<file path="src/rtl/edm_pkg.sv">
// ----------------------------------------------------------------------------
// edm_pkg
// Shared types and constants for the signed 64-bit Euclidean divide unit.
// ----------------------------------------------------------------------------
`default_nettype none

package edm_pkg;

  localparam int unsigned Width = 64;
  localparam int unsigned RemWidth = Width - 1;

  typedef enum logic [1:0] {
    StOk       = 2'd0,
    StDivZero  = 2'd1,
    StOverflow = 2'd2
  } status_e;

  typedef struct packed {
    logic signed [Width-1:0] dividend;
    logic signed [Width-1:0] divisor;
  } edm_req_t;

  typedef struct packed {
    logic signed [Width-1:0] quotient;
    logic [RemWidth-1:0]     remainder;
    status_e                 status;
  } edm_rsp_t;

  // Working state that travels down the divider chain.
  typedef struct packed {
    logic [Width-1:0] rem;
    logic [Width-1:0] aq;
    logic [Width-1:0] mb;
    logic             a_neg;
    logic             b_neg;
    status_e          status;
  } edm_stage_t;

endpackage

`default_nettype wire

</file>
<file path="src/rtl/edm_cell.sv">
// ----------------------------------------------------------------------------
// edm_cell
// One restoring divide step: shift in a dividend bit, trial subtract.
// ----------------------------------------------------------------------------
`default_nettype none

module edm_cell import edm_pkg::*; (
  input  wire logic       clk_i,
  input  wire logic       rst_ni,
  input  wire logic       up_valid_i,
  output logic            up_ready_o,
  input  wire edm_stage_t up_data_i,
  output logic            dn_valid_o,
  input  wire logic       dn_ready_i,
  output edm_stage_t      dn_data_o
);

  logic       valid_q;
  edm_stage_t data_q, data_d;
  logic [Width:0] shifted;
  logic [Width:0] diff;
  logic           ge;

  always_comb begin
    shifted = {up_data_i.rem, up_data_i.aq[Width-1]};
    diff    = shifted - {1'b0, up_data_i.mb};
    ge      = !diff[Width];
    data_d      = up_data_i;
    data_d.rem  = ge ? diff[Width-1:0] : shifted[Width-1:0];
    data_d.aq   = {up_data_i.aq[Width-2:0], ge};
  end

  assign up_ready_o = !valid_q || dn_ready_i;

  always_ff @(posedge clk_i or negedge rst_ni) begin
    if (!rst_ni) begin
      valid_q <= 1'b0;
    end else if (up_ready_o) begin
      valid_q <= up_valid_i;
    end
  end

  always_ff @(posedge clk_i) begin
    if (up_ready_o && up_valid_i) begin
      data_q <= data_d;
    end
  end

  assign dn_valid_o = valid_q;
  assign dn_data_o  = data_q;

endmodule

`default_nettype wire

</file>
<file path="config.mk">
export PLATFORM = sky130hd
export DESIGN_NAME = edm_cell
export DESIGN_NICKNAME = d
export VERILOG_FILES = /design/src/rtl/edm_pkg.sv /design/src/rtl/edm_cell.sv
export SDC_FILE = /design/constraint.sdc
export NUM_CORES = 1
export LEC_CHECK = 0
export BUFFER_PORTS_ARGS = -buffer_cell sky130_fd_sc_hd__buf_2
export CORE_MARGIN = 4
export CORE_UTILIZATION = 35
export DETAILED_ROUTE_END_ITERATION = 8
export PLACE_DENSITY = 0.69
export SLEW_MARGIN = 20
export SYNTH_ARGS = -nofsm -noshare
export SYNTH_HDL_FRONTEND = slang
export SYNTH_SLANG_ARGS = --single-unit
</file>
<file path="constraint.sdc">
create_clock -name clk_i -period 5.6 [get_ports clk_i]
set_clock_uncertainty 0.1 [all_clocks]
set_input_delay 0.84 -clock clk_i [delete_from_list [all_inputs] [get_ports clk_i]]
set_output_delay 0.84 -clock clk_i [all_outputs]
set_load 0.005 [all_outputs]
</file>
==> key figures <==
Synthesis
  • Main synth FF type: edfxtp_1
  • Share of flip-flops with an asynchronous set or reset: 0.005076
  • Xor and xnor area share after synthesis: 0.04254
  • Post-Synthesis Cells: 963
  • Synthesized area: 11120 um2
  • Count of cell types in the netlist: 76
  • Largest family of logic cells by synthesized area: compound AO/OA/AOI/OAI gates
  • Seq cells post-synth: 197
  • EDFF count, synth: 196
  • Post-Synth Simple-Gate Area: 0.1047
  • Complex-gate fraction of the synthesized area: 0.1412
  • Syn Area/Cell: 11.55 um2
  • Syn. warnings: 0
  • Mux contribution to synthesized area: 0.05908
  • Adder-cell area share of the yosys netlist: 0.07382
  • Post-Syn Nets: 1228
  • Seq/Total Area, Yosys: 0.5316

Cells and area
  • Share of layout cells above drive strength 1: 0.3713
  • Sequential cell area: 5911 um2
  • Post-layout instance area: 14080 um2
  • Nets: 1612
  • Most frequent cells in the layout: 397 x buf_2, 196 x edfxtp_1, 87 x inv_1
  • Final Non-Filler Cells: 1760
  • Fillers: 2925
  • Most common cell after layout, fill and taps aside: buf_2
  • Final Util: 0.4544
  • Synth-to-layout area growth: 26.65%
  • Multi-input gate area: 4687 um2

Worst setup path
  • CP Depth: 13
  • CP startpoint: up_data_i[31]
  • WP data arrival: 4650 ps
  • R2R Setup Slk: 3390 ps
  • CP Max Fanout: 59
  • CP Buf/Inv Count: 3
  • CP delay by family, top: simple AND/OR/NAND/NOR gates
  • Start of the worst register-to-register path: dn_valid_o
  • Reg2Reg Depth: 3
  • Crit-path max cell delay: 640 ps
  • Worst setup SP type: input port
  • CP max-delay cell: inv_4
  • R2R Path End: dn_data_o[145]
  • CP cell instances: buf_2 -> inv_1 -> ha_1 -> nand4_2 -> nor4b_4 -> nand3_1 -> o22ai_2 -> o21ai_2 -> a211oi_2 -> o211ai_1 -> and3_1 -> inv_4 -> mux2_2
  • Crit Path Class: in2reg
  • Crit end category: flop
  • Crit path required time: 5700 ps

Run
  • Max-Cap Viols: 0

Timing
  • Total negative setup slack: 0 ps
  • Min Tclk post-route: 4547 ps
  • Setup-violating endpoint count in the final report: 0
  • Slew Limit Fails: 0
  • Period utilisation layout: 0.8120
  • Slew HR: 0.3871
  • RSZ-0062 raised after global routing: false
  • Hold Violations, Final: 0
  • Worst slew pin tran: 919.3 ps
  • FMAX: 219.9 MHz

Power and ir drop
  • Worst-case vdd ir drop: 0.1909 mV
  • Leak: 6.242 nW
  • Design Power: 0.004037 W
  • Pwr per Cell Area: 286.7 nW/um2

Clock network
  • CTS tree: built
  • CTS Buf Count: 17
  • Post-CTS Setup Inserts: 0
  • Worst-Skew Late Latency: 440 ps
  • Clock sinks: 197
  • Post_cts resized: 0
  • Clock Path Buffers: 2
  • H-tree levels: 4
  • CTS clk-pin slew, worst paths: 70 ps
  • Clock root buffer master: clkbuf_16
  • Cts hold-fix bufs: 0

Floorplanning
  • DIE AREA: 34680 um2
  • Initial Util: 0.3588
  • Std-Cell Rows: 64
  • Die H: 186.2 um
  • CORE AREA: 30990 um2
  • IO Pins: 398
  • Die W: 186.2 um

Drt
  • DR vias/cell: 5.058
  • Antenna Nets Post-Route: 0
  • Initial drt markers: 462
  • Via count: 8902
  • Final wirelength: 32150 um
  • DRC violations left: 0
  • Avg WL per Cell: 18.27 um
  • Pre-antenna DRT Iters: 5

Global route
  • Vias in the first global route: 8753
  • Initial antenna violation count: 7
  • Largest net degree at the start of global routing: 69
  • Total GRT Usage: 0.1762
  • Total grt overflow: 0
  • First-pass GRT wire length: 47160 um

Status
  • Status: finished, final reports clean

Hold path
  • Worst Hold Class: in2async

Placed design
  • Port bufs: 397
  • Placed Cells: 1724
  • Placed cell area: 13460 um2
  • Post-DP HPWL: 25540 um
  • GP Congestion: 0.8434
==> kinds of logic (layout without fill, tap and decap cells) <==
logic type               Yosys count  count (layout)
XOR/XNOR                          54              54
multiplexers                      59              59
AO/OA/AOI/OAI                    240             240
adder cells (fa/ha/maj)           65              65
other                              0               4
flip-flops                       197             197
AND/OR/NAND/NOR                  225             225
buffers and inverters            123             520
==> cell usage after synthesis, types with 9 or more instances <==
cell | n | area, um2
nand2_1 | 67 | 251.5
xor2_1 | 22 | 192.7
o21ai_0 | 41 | 205.2
mux2i_1 | 9 | 90.09
mux2_2 | 49 | 551.8
nand2b_1 | 10 | 62.56
nor3_1 | 14 | 70.07
a21o_1 | 32 | 240.2
and3_1 | 10 | 62.56
ha_1 | 64 | 800.8
inv_1 | 87 | 326.6
a31oi_1 | 10 | 62.56
nor2b_1 | 13 | 81.33
a21oi_1 | 78 | 390.4
edfxtp_1 | 196 | 5886
nor2_1 | 46 | 172.7
nand4_1 | 20 | 125.1
nand3_1 | 11 | 55.05
clkbuf_1 | 19 | 71.32
o21a_1 | 9 | 67.56
xnor2_1 | 32 | 280.3
o21bai_1 | 13 | 97.59
==> metrics by stage <==
step	hold slack, ps	setup slack, ps
floorplan	436.8	1641
global placement	410.9	592.5
detailed placement	433.4	506.3
CTS	19.90	985.1
global route	22.17	720.3
finish	54.05	1053
==> routing by layer <==
layer	global-route usage	share of wire	vias to the layer above
met3	0.04220	0.063	56
li1	-	-	4349
met1	0.2165	0.41	4170
met4	0.07986	0.030	8
met2	0.2948	0.49	319
met5	0	0.0017	-
==> how the worst max path moves through the flow <==
stage                           to  slack (ps)
floorplan           dn_data_o[189]        1640
global placement    dn_data_o[157]         590
detailed placement  dn_data_o[155]         510
CTS                 dn_data_o[173]         990
global route        dn_data_o[171]         720
finish              dn_data_o[173]        1050
==> layout make-up <==
cell class / count / share of cell area
clock inverters: 15 / 0.01315
diodes: 4 / 0.0007109
repair buffers: 400 / 0.1445
clock buffers: 17 / 0.03021
flip-flops and latches: 197 / 0.4198
well taps: 396 / 0.03519
inverters: 88 / 0.02364
multi-input cells: 643 / 0.3329
==> worst reg2reg max path: stages, from the launching register on <==
cell,delay (ps)
dfrtp_1,380
nand2b_1,110
and2_4,720
buf_12,510
==> flip-flops by register name (all words and copies together), names as in the netlist <==
signal and count:
dn_data_o 196, dn_valid_o 1
==> report_power, final <==
part	leakage [nW]	internal, W	switching, W
registers	1.88	0.00178	0.0000265
clock network	0.296	0.000679	0.000610
logic	4.07	0.000426	0.000518
total	6.24	0.00288	0.00115
Power figures use the tool's default switching activity.
