`src/rtl/edm_pkg.sv`:
```
// ----------------------------------------------------------------------------
// edm_pkg
// Shared types and constants for the signed 64-bit Euclidean divide unit.
// ----------------------------------------------------------------------------
`default_nettype none

package edm_pkg;

  localparam int unsigned Width = 64;
  localparam int unsigned RemWidth = Width - 1;

  typedef enum logic [1:0] {
    StOk       = 2'd0,
    StDivZero  = 2'd1,
    StOverflow = 2'd2
  } status_e;

  typedef struct packed {
    logic signed [Width-1:0] dividend;
    logic signed [Width-1:0] divisor;
  } edm_req_t;

  typedef struct packed {
    logic signed [Width-1:0] quotient;
    logic [RemWidth-1:0]     remainder;
    status_e                 status;
  } edm_rsp_t;

  // Working state that travels down the divider chain.
  typedef struct packed {
    logic [Width-1:0] rem;
    logic [Width-1:0] aq;
    logic [Width-1:0] mb;
    logic             a_neg;
    logic             b_neg;
    status_e          status;
  } edm_stage_t;

endpackage

`default_nettype wire

```
`src/rtl/edm_prep.sv`:
```
// ----------------------------------------------------------------------------
// edm_prep
// Input stage: flags special cases and takes operand magnitudes.
// ----------------------------------------------------------------------------
`default_nettype none

module edm_prep import edm_pkg::*; (
  input  wire logic       clk_i,
  input  wire logic       rst_ni,
  input  wire logic       up_valid_i,
  output logic            up_ready_o,
  input  wire edm_req_t   up_data_i,
  output logic            dn_valid_o,
  input  wire logic       dn_ready_i,
  output edm_stage_t      dn_data_o
);

  logic       valid_q;
  edm_stage_t data_q, data_d;
  logic       a_neg, b_neg;

  always_comb begin
    a_neg = up_data_i.dividend[Width-1];
    b_neg = up_data_i.divisor[Width-1];
    data_d.rem   = '0;
    data_d.aq    = a_neg ? (~up_data_i.dividend + 1'b1) : up_data_i.dividend;
    data_d.mb    = b_neg ? (~up_data_i.divisor + 1'b1) : up_data_i.divisor;
    data_d.a_neg = a_neg;
    data_d.b_neg = b_neg;
    if (up_data_i.divisor == '0) begin
      data_d.status = StDivZero;
    end else if (up_data_i.dividend == {1'b1, {(Width-1){1'b0}}} &&
                 up_data_i.divisor == {Width{1'b1}}) begin
      data_d.status = StOverflow;
    end else begin
      data_d.status = StOk;
    end
  end

  assign up_ready_o = !valid_q || dn_ready_i;

  always_ff @(posedge clk_i or negedge rst_ni) begin
    if (!rst_ni) begin
      valid_q <= 1'b0;
    end else if (up_ready_o) begin
      valid_q <= up_valid_i;
    end
  end

  always_ff @(posedge clk_i) begin
    if (up_ready_o && up_valid_i) begin
      data_q <= data_d;
    end
  end

  assign dn_valid_o = valid_q;
  assign dn_data_o  = data_q;

endmodule

`default_nettype wire

```
`config.mk`:
```
export PLATFORM = sky130hd
export DESIGN_NAME = edm_prep
export DESIGN_NICKNAME = d
export VERILOG_FILES = /design/src/rtl/edm_pkg.sv /design/src/rtl/edm_prep.sv
export SDC_FILE = /design/constraint.sdc
export NUM_CORES = 1
export LEC_CHECK = 0
export ABC_AREA = 1
export BUFFER_PORTS_ARGS = -buffer_cell sky130_fd_sc_hd__buf_2
export CAP_MARGIN = 40
export CORE_UTILIZATION = 46
export DETAILED_ROUTE_END_ITERATION = 16
export MAX_ROUTING_LAYER = met4
export PLACE_DENSITY = 0.78
export SLEW_MARGIN = 20
export SYNTH_ARGS = -nofsm -noshare
export SYNTH_HDL_FRONTEND = slang
export SYNTH_SLANG_ARGS = --single-unit
```
`constraint.sdc`:
```
create_clock -name clk_i -period 7.1 [get_ports clk_i]
set_clock_uncertainty 0.15 [all_clocks]
set_input_delay 1.065 -clock clk_i [delete_from_list [all_inputs] [get_ports clk_i]]
set_output_delay 1.065 -clock clk_i [all_outputs]
set_load 0.01 [all_outputs]
```
==> metrics.yaml <==
yosys:
  synth.top_cells.by_area: "edfxtp_1 43%, nand2_1 15%, nor2_1 9.2%"
  synth_edf_count: 132
  synth_top_family_by_area: "simple AND/OR/NAND/NOR gates"
  ys_ff_latch: 133
  synth_top_area_share_pct: 43.4
  synthSimpleGateAreaFrac_pct: 36.1
  synthArstFlopShare_pct: 0.752
  synth_area_leader_cell: "edfxtp_1"
  synthDistinctLibCells: 40
  ys_warn_count: 0
  yosys.area_share.xor_xnor_pct: 6.81
  ys.flop_type: "edfxtp_1"
  synthAdderAreaFrac_pct: 0.411
  syn_inst: 1188
  yosysSeqAreaShare_pct: 43.7
  synth.avg_cell_area_um2: 7.68
  synth.cell_area_um2: 9130
  synth_compound_area_share_pct: 3.28
  synth_mux_area_share_pct: 0
global_route:
  antenna_found_initial: 1
  grt_pass1_wl_mm: 41.4
  grt.overflow.total: 0
  grt_pass1_vias: 8095
  grt_usage_pct: 28.2
  grt_max_degree: 66
sta:
  finalHoldViolCount: 0
  slew_viol_final: 0
  rsz0062_at_grt: "false"
  fin_crit_sh_pct: 38.4
  slew_headroom_pct: 49.7
  max_freq_mhz: 367
  worst_slew_pin_slew_ns: 0.754
  min_period_ns: 2.73
  tns_ns: 0
  setup_viol: 0
cts:
  holdBufCountCts: 0
  clockBufferDepth: 2
  clkLatencyLatePin_ns: 0.43
  cts_resized: 0
  cts_setup_buffers: 0
  clk_pin_slew_worst_paths_ns: 0.06
  clock_sinks: 133
  cts_tree: "done"
  htree_levels: 4
  numCtsBuffers: 17
  root_buffer: "clkbuf_16"
detailed_routing:
  ant_nets: 0
  firstDrtPassIters: 5
  drcViolationCount: 0
  wl_per_cell_um: 15.9
  routed_wirelength_mm: 27.7
  vias: 8825
  drt-initial-drc-count: 626
  vias_per_cell: 5.07
outcome:
  run_status: "complete, no violations"
cells_and_area:
  drive_gt1_share_pct: 23.7
  multi_input_area_um2: 4500
  fillers: 1848
  nNetsFinal: 1595
  post-route-util_pct: 57.2
  regArea_um2: 3990
  area_delta_synth_final_pct: 22.1
setup_path:
  reg2regPathDepth: 2
  arrival_ns: 1.51
  worst-path-max-fanout: 2
  path_class: "in2out"
  worst_setup_path_start_kind: "input port"
  worstPathRequired_ns: 5.88
  end_kind: "output pin"
power:
  comb_power_share_pct: 16.9
  switching_share_pct: 27.9
  powerDensity_nw_per_um2: 201
  clkPwrFrac_pct: 40.7
  cellInternalPower_uw: 1620
  pwr-share-seq_pct: 42.5
  peakVddDrop_v: 0.000147
  switching_power_uw: 627
  p_leak_uw: 0.00492
floorplan:
  core_um2: 19500
  die_area_um2: 20400
  die_y_um: 143
  initial_core_util_pct: 46.9
  std_cell_rows: 51
  pin_count: 330
  die_x_um: 143
placed_design:
  dp_hpwl_mm: 22.3
  routabilityCongestion: 1.02
  portBuffers: 265
job:
  drv_cap: 0
min_path:
  hp-class: "in2async"
metrics by stage:
| step | setup slack [ns] | instance area, um2 | hold slack [ns] | std cells | power [uW] |
|---|---|---|---|---|---|
| 2_1_floorplan | 1.54 | 9370 | 0.481 | 1251 | 1200 |
| 3_3_place_gp | 3.65 | 10500 | 0.413 | 1705 | 1340 |
| 3_5_place_dp | 3.95 | 10500 | 0.451 | 1706 | 1340 |
| 4_1_cts | 4.37 | 11100 | 0.241 | 1738 | 2250 |
| 5_1_grt | 4.21 | 11100 | 0.237 | 1739 | 2330 |
| 6_report | 4.37 | 11100 | 0.249 | 1739 | 2240 |
final timing paths:
kind	start	endpoint	slack [ns]
setup / recovery	dn_ready_i	up_ready_o	4.37
hold / removal	rst_ni	dn_valid_o	0.25
setup reg to reg	dn_valid_o	dn_data_o[7]	4.93
hold reg to reg	dn_valid_o	dn_valid_o	0.46
max in group asynchronous	rst_ni	dn_valid_o	6.47
min in group clk_i	dn_valid_o	dn_valid_o	0.46
registers in the layout, summed over array words and instances (netlist names):
| signal | cells |
|---|---|
| dn_valid_o | 1 |
| dn_data_o | 132 |
final cells by class:
type	count	area share, %
Timing Repair Buffer	270	12.4
Clock buffer	17	3.82
Antenna cell	1	0.0225
Sequential cell	133	35.8
Tap cell	265	2.98
Inverter	87	2.93
Multi-Input combinational cell	951	40.4
Clock inverter	15	1.59
power by group through the flow:
| stage | combinational (uW) | clock, uW | sequential (uW) |
|---|---|---|---|
| global placement | 368 | 0 | 970 |
| detailed placement | 375 | 0 | 968 |
| global route | 417 | 953 | 957 |
| CTS | 377 | 920 | 953 |
| floorplan | 204 | 0 | 1000 |
| finish | 378 | 912 | 953 |
kinds of logic (layout without fill, tap and decap cells):
| family | count (synthesis) | count (layout) |
|---|---|---|
| fa+ha+maj | 3 | 3 |
| flops | 133 | 133 |
| compound gates | 46 | 46 |
| buf+inv | 167 | 389 |
| xor+xnor | 71 | 71 |
| other cells | 1 | 65 |
| simple gates | 767 | 767 |
synth_stat cells (9+ instances only):
cell type	count
buf_4	65
xor2_1	39
nor2_2	16
nor2_1	223
inv_1	86
buf_2	9
nand3_1	92
nand2_1	363
edfxtp_1	132
nand4_1	35
xnor2_1	32
o21ai_0	22
nand2_2	9
critical path: stages:
cell	delay, ns
buf_2	0.10
inv_1	0.11
nand2_1	0.09
buf_2	0.14
metal layers:
layer  vias to the layer above  track usage (%)  part of all wire, %
met4                         0             13.6                  3.8
li1                       4286                -                    -
met1                      3972             32.4                   40
met2                       495             48.2                   49
met5                         -                -                    0
met3                        72             4.49                  7.3
layout by cell type, fill, tap and decap left out, types with 2 or more instances in the layout:
master	count
o21ai_2	4
clkinv_4	2
a21oi_4	2
nor2_1	223
inv_6	4
xor2_1	39
nor2_4	4
clkbuf_16	17
nand3b_1	8
o21ai_1	6
o21ai_4	3
buf_4	4
nand2_1	363
clkinvlp_4	3
clkinv_1	2
nand2_2	9
nand3_1	92
buf_2	265
o21ai_0	22
a21oi_1	6
nand4_1	35
nor2_2	16
conb_1	64
xnor2_1	32
nor4_1	2
inv_1	86
bufinv_16	3
ha_1	3
nor3_1	4
nand2_4	3
edfxtp_1	132
Note: power is estimated with default switching activity, not from simulation.
