$ cat config.mk
export PLATFORM = sky130hd
export DESIGN_NAME = edm_post
export DESIGN_NICKNAME = d
export VERILOG_FILES = /design/src/rtl/edm_pkg.sv /design/src/rtl/edm_post.sv
export SDC_FILE = /design/constraint.sdc
export NUM_CORES = 1
export LEC_CHECK = 0
export BUFFER_PORTS_ARGS = -buffer_cell sky130_fd_sc_hd__buf_2
export CAP_MARGIN = 10
export CORE_ASPECT_RATIO = 1.4
export CORE_MARGIN = 4
export CORE_UTILIZATION = 37
export CTS_CLUSTER_SIZE = 25
export DETAILED_ROUTE_END_ITERATION = 10
export PLACE_DENSITY = 0.55
export SLEW_MARGIN = 5
export SYNTH_ARGS = -nofsm -noshare
export SYNTH_HDL_FRONTEND = slang
export SYNTH_SLANG_ARGS = --single-unit
$ cat constraint.sdc
create_clock -name clk_i -period 7.1 [get_ports clk_i]
set_input_delay 1.42 -clock clk_i [delete_from_list [all_inputs] [get_ports clk_i]]
set_output_delay 1.42 -clock clk_i [all_outputs]
set_load 0.005 [all_outputs]
$ cat src/rtl/edm_pkg.sv
// ----------------------------------------------------------------------------
// edm_pkg
// Shared types and constants for the signed 64-bit Euclidean divide unit.
// ----------------------------------------------------------------------------
`default_nettype none

package edm_pkg;

  localparam int unsigned Width = 64;
  localparam int unsigned RemWidth = Width - 1;

  typedef enum logic [1:0] {
    StOk       = 2'd0,
    StDivZero  = 2'd1,
    StOverflow = 2'd2
  } status_e;

  typedef struct packed {
    logic signed [Width-1:0] dividend;
    logic signed [Width-1:0] divisor;
  } edm_req_t;

  typedef struct packed {
    logic signed [Width-1:0] quotient;
    logic [RemWidth-1:0]     remainder;
    status_e                 status;
  } edm_rsp_t;

  // Working state that travels down the divider chain.
  typedef struct packed {
    logic [Width-1:0] rem;
    logic [Width-1:0] aq;
    logic [Width-1:0] mb;
    logic             a_neg;
    logic             b_neg;
    status_e          status;
  } edm_stage_t;

endpackage

`default_nettype wire

$ cat src/rtl/edm_post.sv
// ----------------------------------------------------------------------------
// edm_post
// Output stage: applies signs, the Euclidean fix-up and the status zeroing.
// ----------------------------------------------------------------------------
`default_nettype none

module edm_post import edm_pkg::*; (
  input  wire logic       clk_i,
  input  wire logic       rst_ni,
  input  wire logic       up_valid_i,
  output logic            up_ready_o,
  input  wire edm_stage_t up_data_i,
  output logic            dn_valid_o,
  input  wire logic       dn_ready_i,
  output edm_rsp_t        dn_data_o
);

  logic     valid_q;
  edm_rsp_t data_q, data_d;
  logic     fix;
  logic     differ;
  logic [Width-1:0] uq;
  logic [Width-1:0] q;
  logic [Width-1:0] r;

  always_comb begin
    uq     = up_data_i.aq;
    fix    = up_data_i.a_neg && (up_data_i.rem != '0);
    differ = up_data_i.a_neg != up_data_i.b_neg;
    // With differing signs, the fixed quotient -uq - 1 equals ~uq.
    case ({differ, fix})
      2'b11:   q = ~uq;
      2'b10:   q = ~uq + 1'b1;
      2'b01:   q = uq + 1'b1;
      default: q = uq;
    endcase
    r = fix ? (up_data_i.mb - up_data_i.rem) : up_data_i.rem;
    data_d.status = up_data_i.status;
    if (up_data_i.status == StOk) begin
      data_d.quotient  = q;
      data_d.remainder = r[RemWidth-1:0];
    end else begin
      data_d.quotient  = '0;
      data_d.remainder = '0;
    end
  end

  assign up_ready_o = !valid_q || dn_ready_i;

  always_ff @(posedge clk_i or negedge rst_ni) begin
    if (!rst_ni) begin
      valid_q <= 1'b0;
    end else if (up_ready_o) begin
      valid_q <= up_valid_i;
    end
  end

  always_ff @(posedge clk_i) begin
    if (up_ready_o && up_valid_i) begin
      data_q <= data_d;
    end
  end

  assign dn_valid_o = valid_q;
  assign dn_data_o  = data_q;

endmodule

`default_nettype wire

==> flow_metrics.tcl <==
set metrics [dict create \
    post-place-ws_ns 0.3504 \
    yosys_warnings 0 \
    timing.critical_path.to_type "flip-flop" \
    floorplan.core_area_um2 34860 \
    grt_util_all_layers_pct 25.29 \
    route.met2.wl_um 25490 \
    final_cell_count_no_fill 2468 \
    achievable-frequency_mhz 159.8 \
    drtIter0Drc 1099 \
    htreeDepth 4 \
    dp_hpwl_um 38950 \
    finalHoldViolations 0 \
    top_layer "met5" \
    flops_latches_synth 130 \
    detailroute.via_count 14350 \
    synth.yosys.seq_area_share_pct 29.85 \
    timing.final.crit_share_pct 88.16 \
    syn_area_um2 13060 \
    tritoncts.num_buffers 17 \
    category_of_the_critical_setup_timing_path "in2reg" \
    report.power.total_mw 2.692 \
    critical_path_rt_ns 7.27 \
    synthesis.nets 2010 \
    timing.slew.headroom_pct 27.96 \
    drc 0 \
    firstDrtPassIters 6 \
    port_buffers 329 \
    pwr_density_cell_nw_per_um2 172.5 \
    post-place-cells 2431 \
    slowest_stage "sky130_fd_sc_hd__or4_4" \
    final.setup.worst_slack_ns 0.8409 \
    synth_top_cells_by_area "sky130_fd_sc_hd__edfxtp_1 (30%), sky130_fd_sc_hd__a21oi_1 (7.3%), sky130_fd_sc_hd__ha_1 (6.2%)" \
    kind_of_start_point_of_the_critical_path "input port" \
    report.final.setup_viol 0 \
    rsz0062_at_grt "no" \
    edff_count_synth 129 \
    cpPeakStageDelay_ns 0.59 \
    postSynth.topFlopCell "sky130_fd_sc_hd__edfxtp_1" \
    number_of_antenna_violating_nets_in_the_routed_design 0 \
    critical-path-top-delay-family "simple AND/OR/NAND/NOR gates" \
    chipHeight_um 230.3 \
    total_leakage_power_nw 6.644 \
    setup_tns_ns 0 \
    finish.net_count 2260 \
    yosys.area.top_type_share_pct 29.66 \
    ys_async_sr_fraction_pct 0.7692 \
    layout-area-overhead-vs-synth_pct 19.43 \
    max-clock-path-buffers 2 \
    wl_met3_um 3383 \
    pin_count_of_the_biggest_net_entering_global_routing 81 \
    placementRows 81 \
    critical_path_arrival_ns 6.43 \
    die_width_um 166.8 \
    timing.clock.skew_ns 0.007419 \
    vdd_drop_max_uv 125.3 \
    drt-vias-per-instance 5.812 \
    grt_pass1_wl_um 77360 \
    io_pins 331 \
    post_synth_inst_count 1744 \
    status "complete, no violations" \
    first_global_vias 13790 \
    grt_antenna_before_repair 12 \
    cts_resized 0 \
    detail_route.wl_per_cell_um 20.56 \
    report.final.slew_viol_count 0 \
    cap_viol_max_count 0 \
    routability_congestion_estimate_from_global_placement 0.9244 \
    tritoncts "done" \
    insertion_delay_ns 0.45 \
    totalWireLength_um 50740 \
    postCtsHoldBufs 0 \
    synth_top_area_cell "sky130_fd_sc_hd__edfxtp_1" \
    timing.critical_path.cells "buf_2, nor4_1, nand4_1, o41a_2, ha_4, or4_4, o22a_1, a211o_4, or4_4, or3_4, or3_4, mux2i_1, mux2_1, a221oi_2, nor2_2" \
    synthMostInstantiatedCell "sky130_fd_sc_hd__nor2_1" \
    yosysUniqueCellTypes 79 \
    crit_fanout 5 \
    actual_slew_at_the_worst_max_slew_pin_ns 1.081 \
    crit_buf_inv 1 \
    cts_post_setup_buffers_inserted 0 \
    globalRouteOverflowTotal 0 \
    syn_avg_cell_area_um2 7.490 \
    layout-drive-gt1-share_pct 20.78 \
    synthTopCellsByCount "sky130_fd_sc_hd__nor2_1 (207), sky130_fd_sc_hd__a21oi_1 (191), sky130_fd_sc_hd__nand2_1 (187)" \
    clk_root_buffer_cell "sky130_fd_sc_hd__clkbuf_16" \
    holdCritPathClass "reg2reg" \
    tritoncts_num_sinks 130 \
    cts.reportedPaths.clkPinSlew_ns 0.06 \
    wl_met1_um 20070 \
    die_area_um2 38420 \
    final.min_clock_period_ns 6.259 \
    fill_cells 3644 \
    start_util_pct 37.47 \
]
[cells by family (layout without fill, tap and decap cells)]
| kind of cell | count (synthesis) | after routing | share of synthesized area [%] |
|---|---|---|---|
| buf+inv | 228 | 491 | 6.724 |
| mux | 19 | 19 | 1.475 |
| other cells | 0 | 5 | 0 |
| fa+ha+maj | 66 | 66 | 6.379 |
| simple gates | 693 | 693 | 25.12 |
| flops | 130 | 130 | 29.85 |
| xor+xnor | 64 | 64 | 4.291 |
| compound gates | 544 | 544 | 26.16 |
[state kept, by name, summed over array words and instances, names as in the netlist]
name        flops
dn_data_o     129
dn_valid_o      1
[tightest hold or removal path, cell delays in order, from the launching register on]
cell,delay (ns)
sky130_fd_sc_hd__dfrtp_1,0.34
sky130_fd_sc_hd__nand2b_1,0.09
sky130_fd_sc_hd__nand2b_1,0.08
[cell usage in the layout (no fill, tap or decap), types with 42 or more instances in the layout]
cell type / instances
sky130_fd_sc_hd__a21oi_1: 191
sky130_fd_sc_hd__buf_2: 329
sky130_fd_sc_hd__edfxtp_1: 129
sky130_fd_sc_hd__ha_1: 62
sky130_fd_sc_hd__inv_1: 97
sky130_fd_sc_hd__nand2_1: 187
sky130_fd_sc_hd__nand3_1: 71
sky130_fd_sc_hd__nor2_1: 205
sky130_fd_sc_hd__nor3_1: 42
sky130_fd_sc_hd__o21ai_0: 119
[metrics by stage]
step	instance area (um^2)	hold slack (ns)	util [%]
6_report	15600	0.5453	44.75
3_3_place_gp	15040	0.5170	43.15
3_5_place_dp	15040	0.5349	43.15
5_1_grt	15600	0.5751	44.74
2_1_floorplan	13060	0.5371	-
4_1_cts	15590	0.5541	44.71
[power by group]
part	leakage, nW	internal (mW)	total [mW]	switching, mW
combinational	5.10	0.340	0.916	0.577
clock	0.253	0.478	0.860	0.383
sequential	1.29	0.903	0.915	0.0116
[worst paths after layout]
check / from / to / slack, ns / cells after the start
min in group asynchronous: rst_ni / dn_valid_o$_DFFE_PN0N_ / 0.73 / 1
max in group asynchronous: rst_ni / dn_valid_o$_DFFE_PN0N_ / 6.28 / 1
worst min-delay path: dn_valid_o$_DFFE_PN0N_ / dn_valid_o$_DFFE_PN0N_ / 0.55 / 2
worst max-delay path: up_data_i[138] / dn_data_o[128]$_SDFFCE_PP0P_ / 0.84 / 15
worst min register to register: dn_valid_o$_DFFE_PN0N_ / dn_valid_o$_DFFE_PN0N_ / 0.55 / 2
worst max register to register: dn_valid_o$_DFFE_PN0N_ / dn_data_o[109]$_SDFFCE_PP0P_ / 4.59 / 3
[routing by layer]
metal | up-vias | global-route usage [%]
met5 | - | 0
met4 | 14 | 9.184
met3 | 114 | 5.142
met2 | 585 | 45.39
met1 | 6725 | 29.78
li1 | 6907 | -
[layout make-up]
type	instances	area, um^2	share of cell area [%]
sequential	130	3899	24.99
multi-input combinational	1386	8314	53.29
inverter	100	375.4	2.406
clock buffer	18	429.2	2.751
antenna	5	12.51	0.08020
clock inverter	14	116.4	0.7459
timing repair buffer	359	1884	12.08
tap	456	570.5	3.657
(Power assumes the default switching activity.)
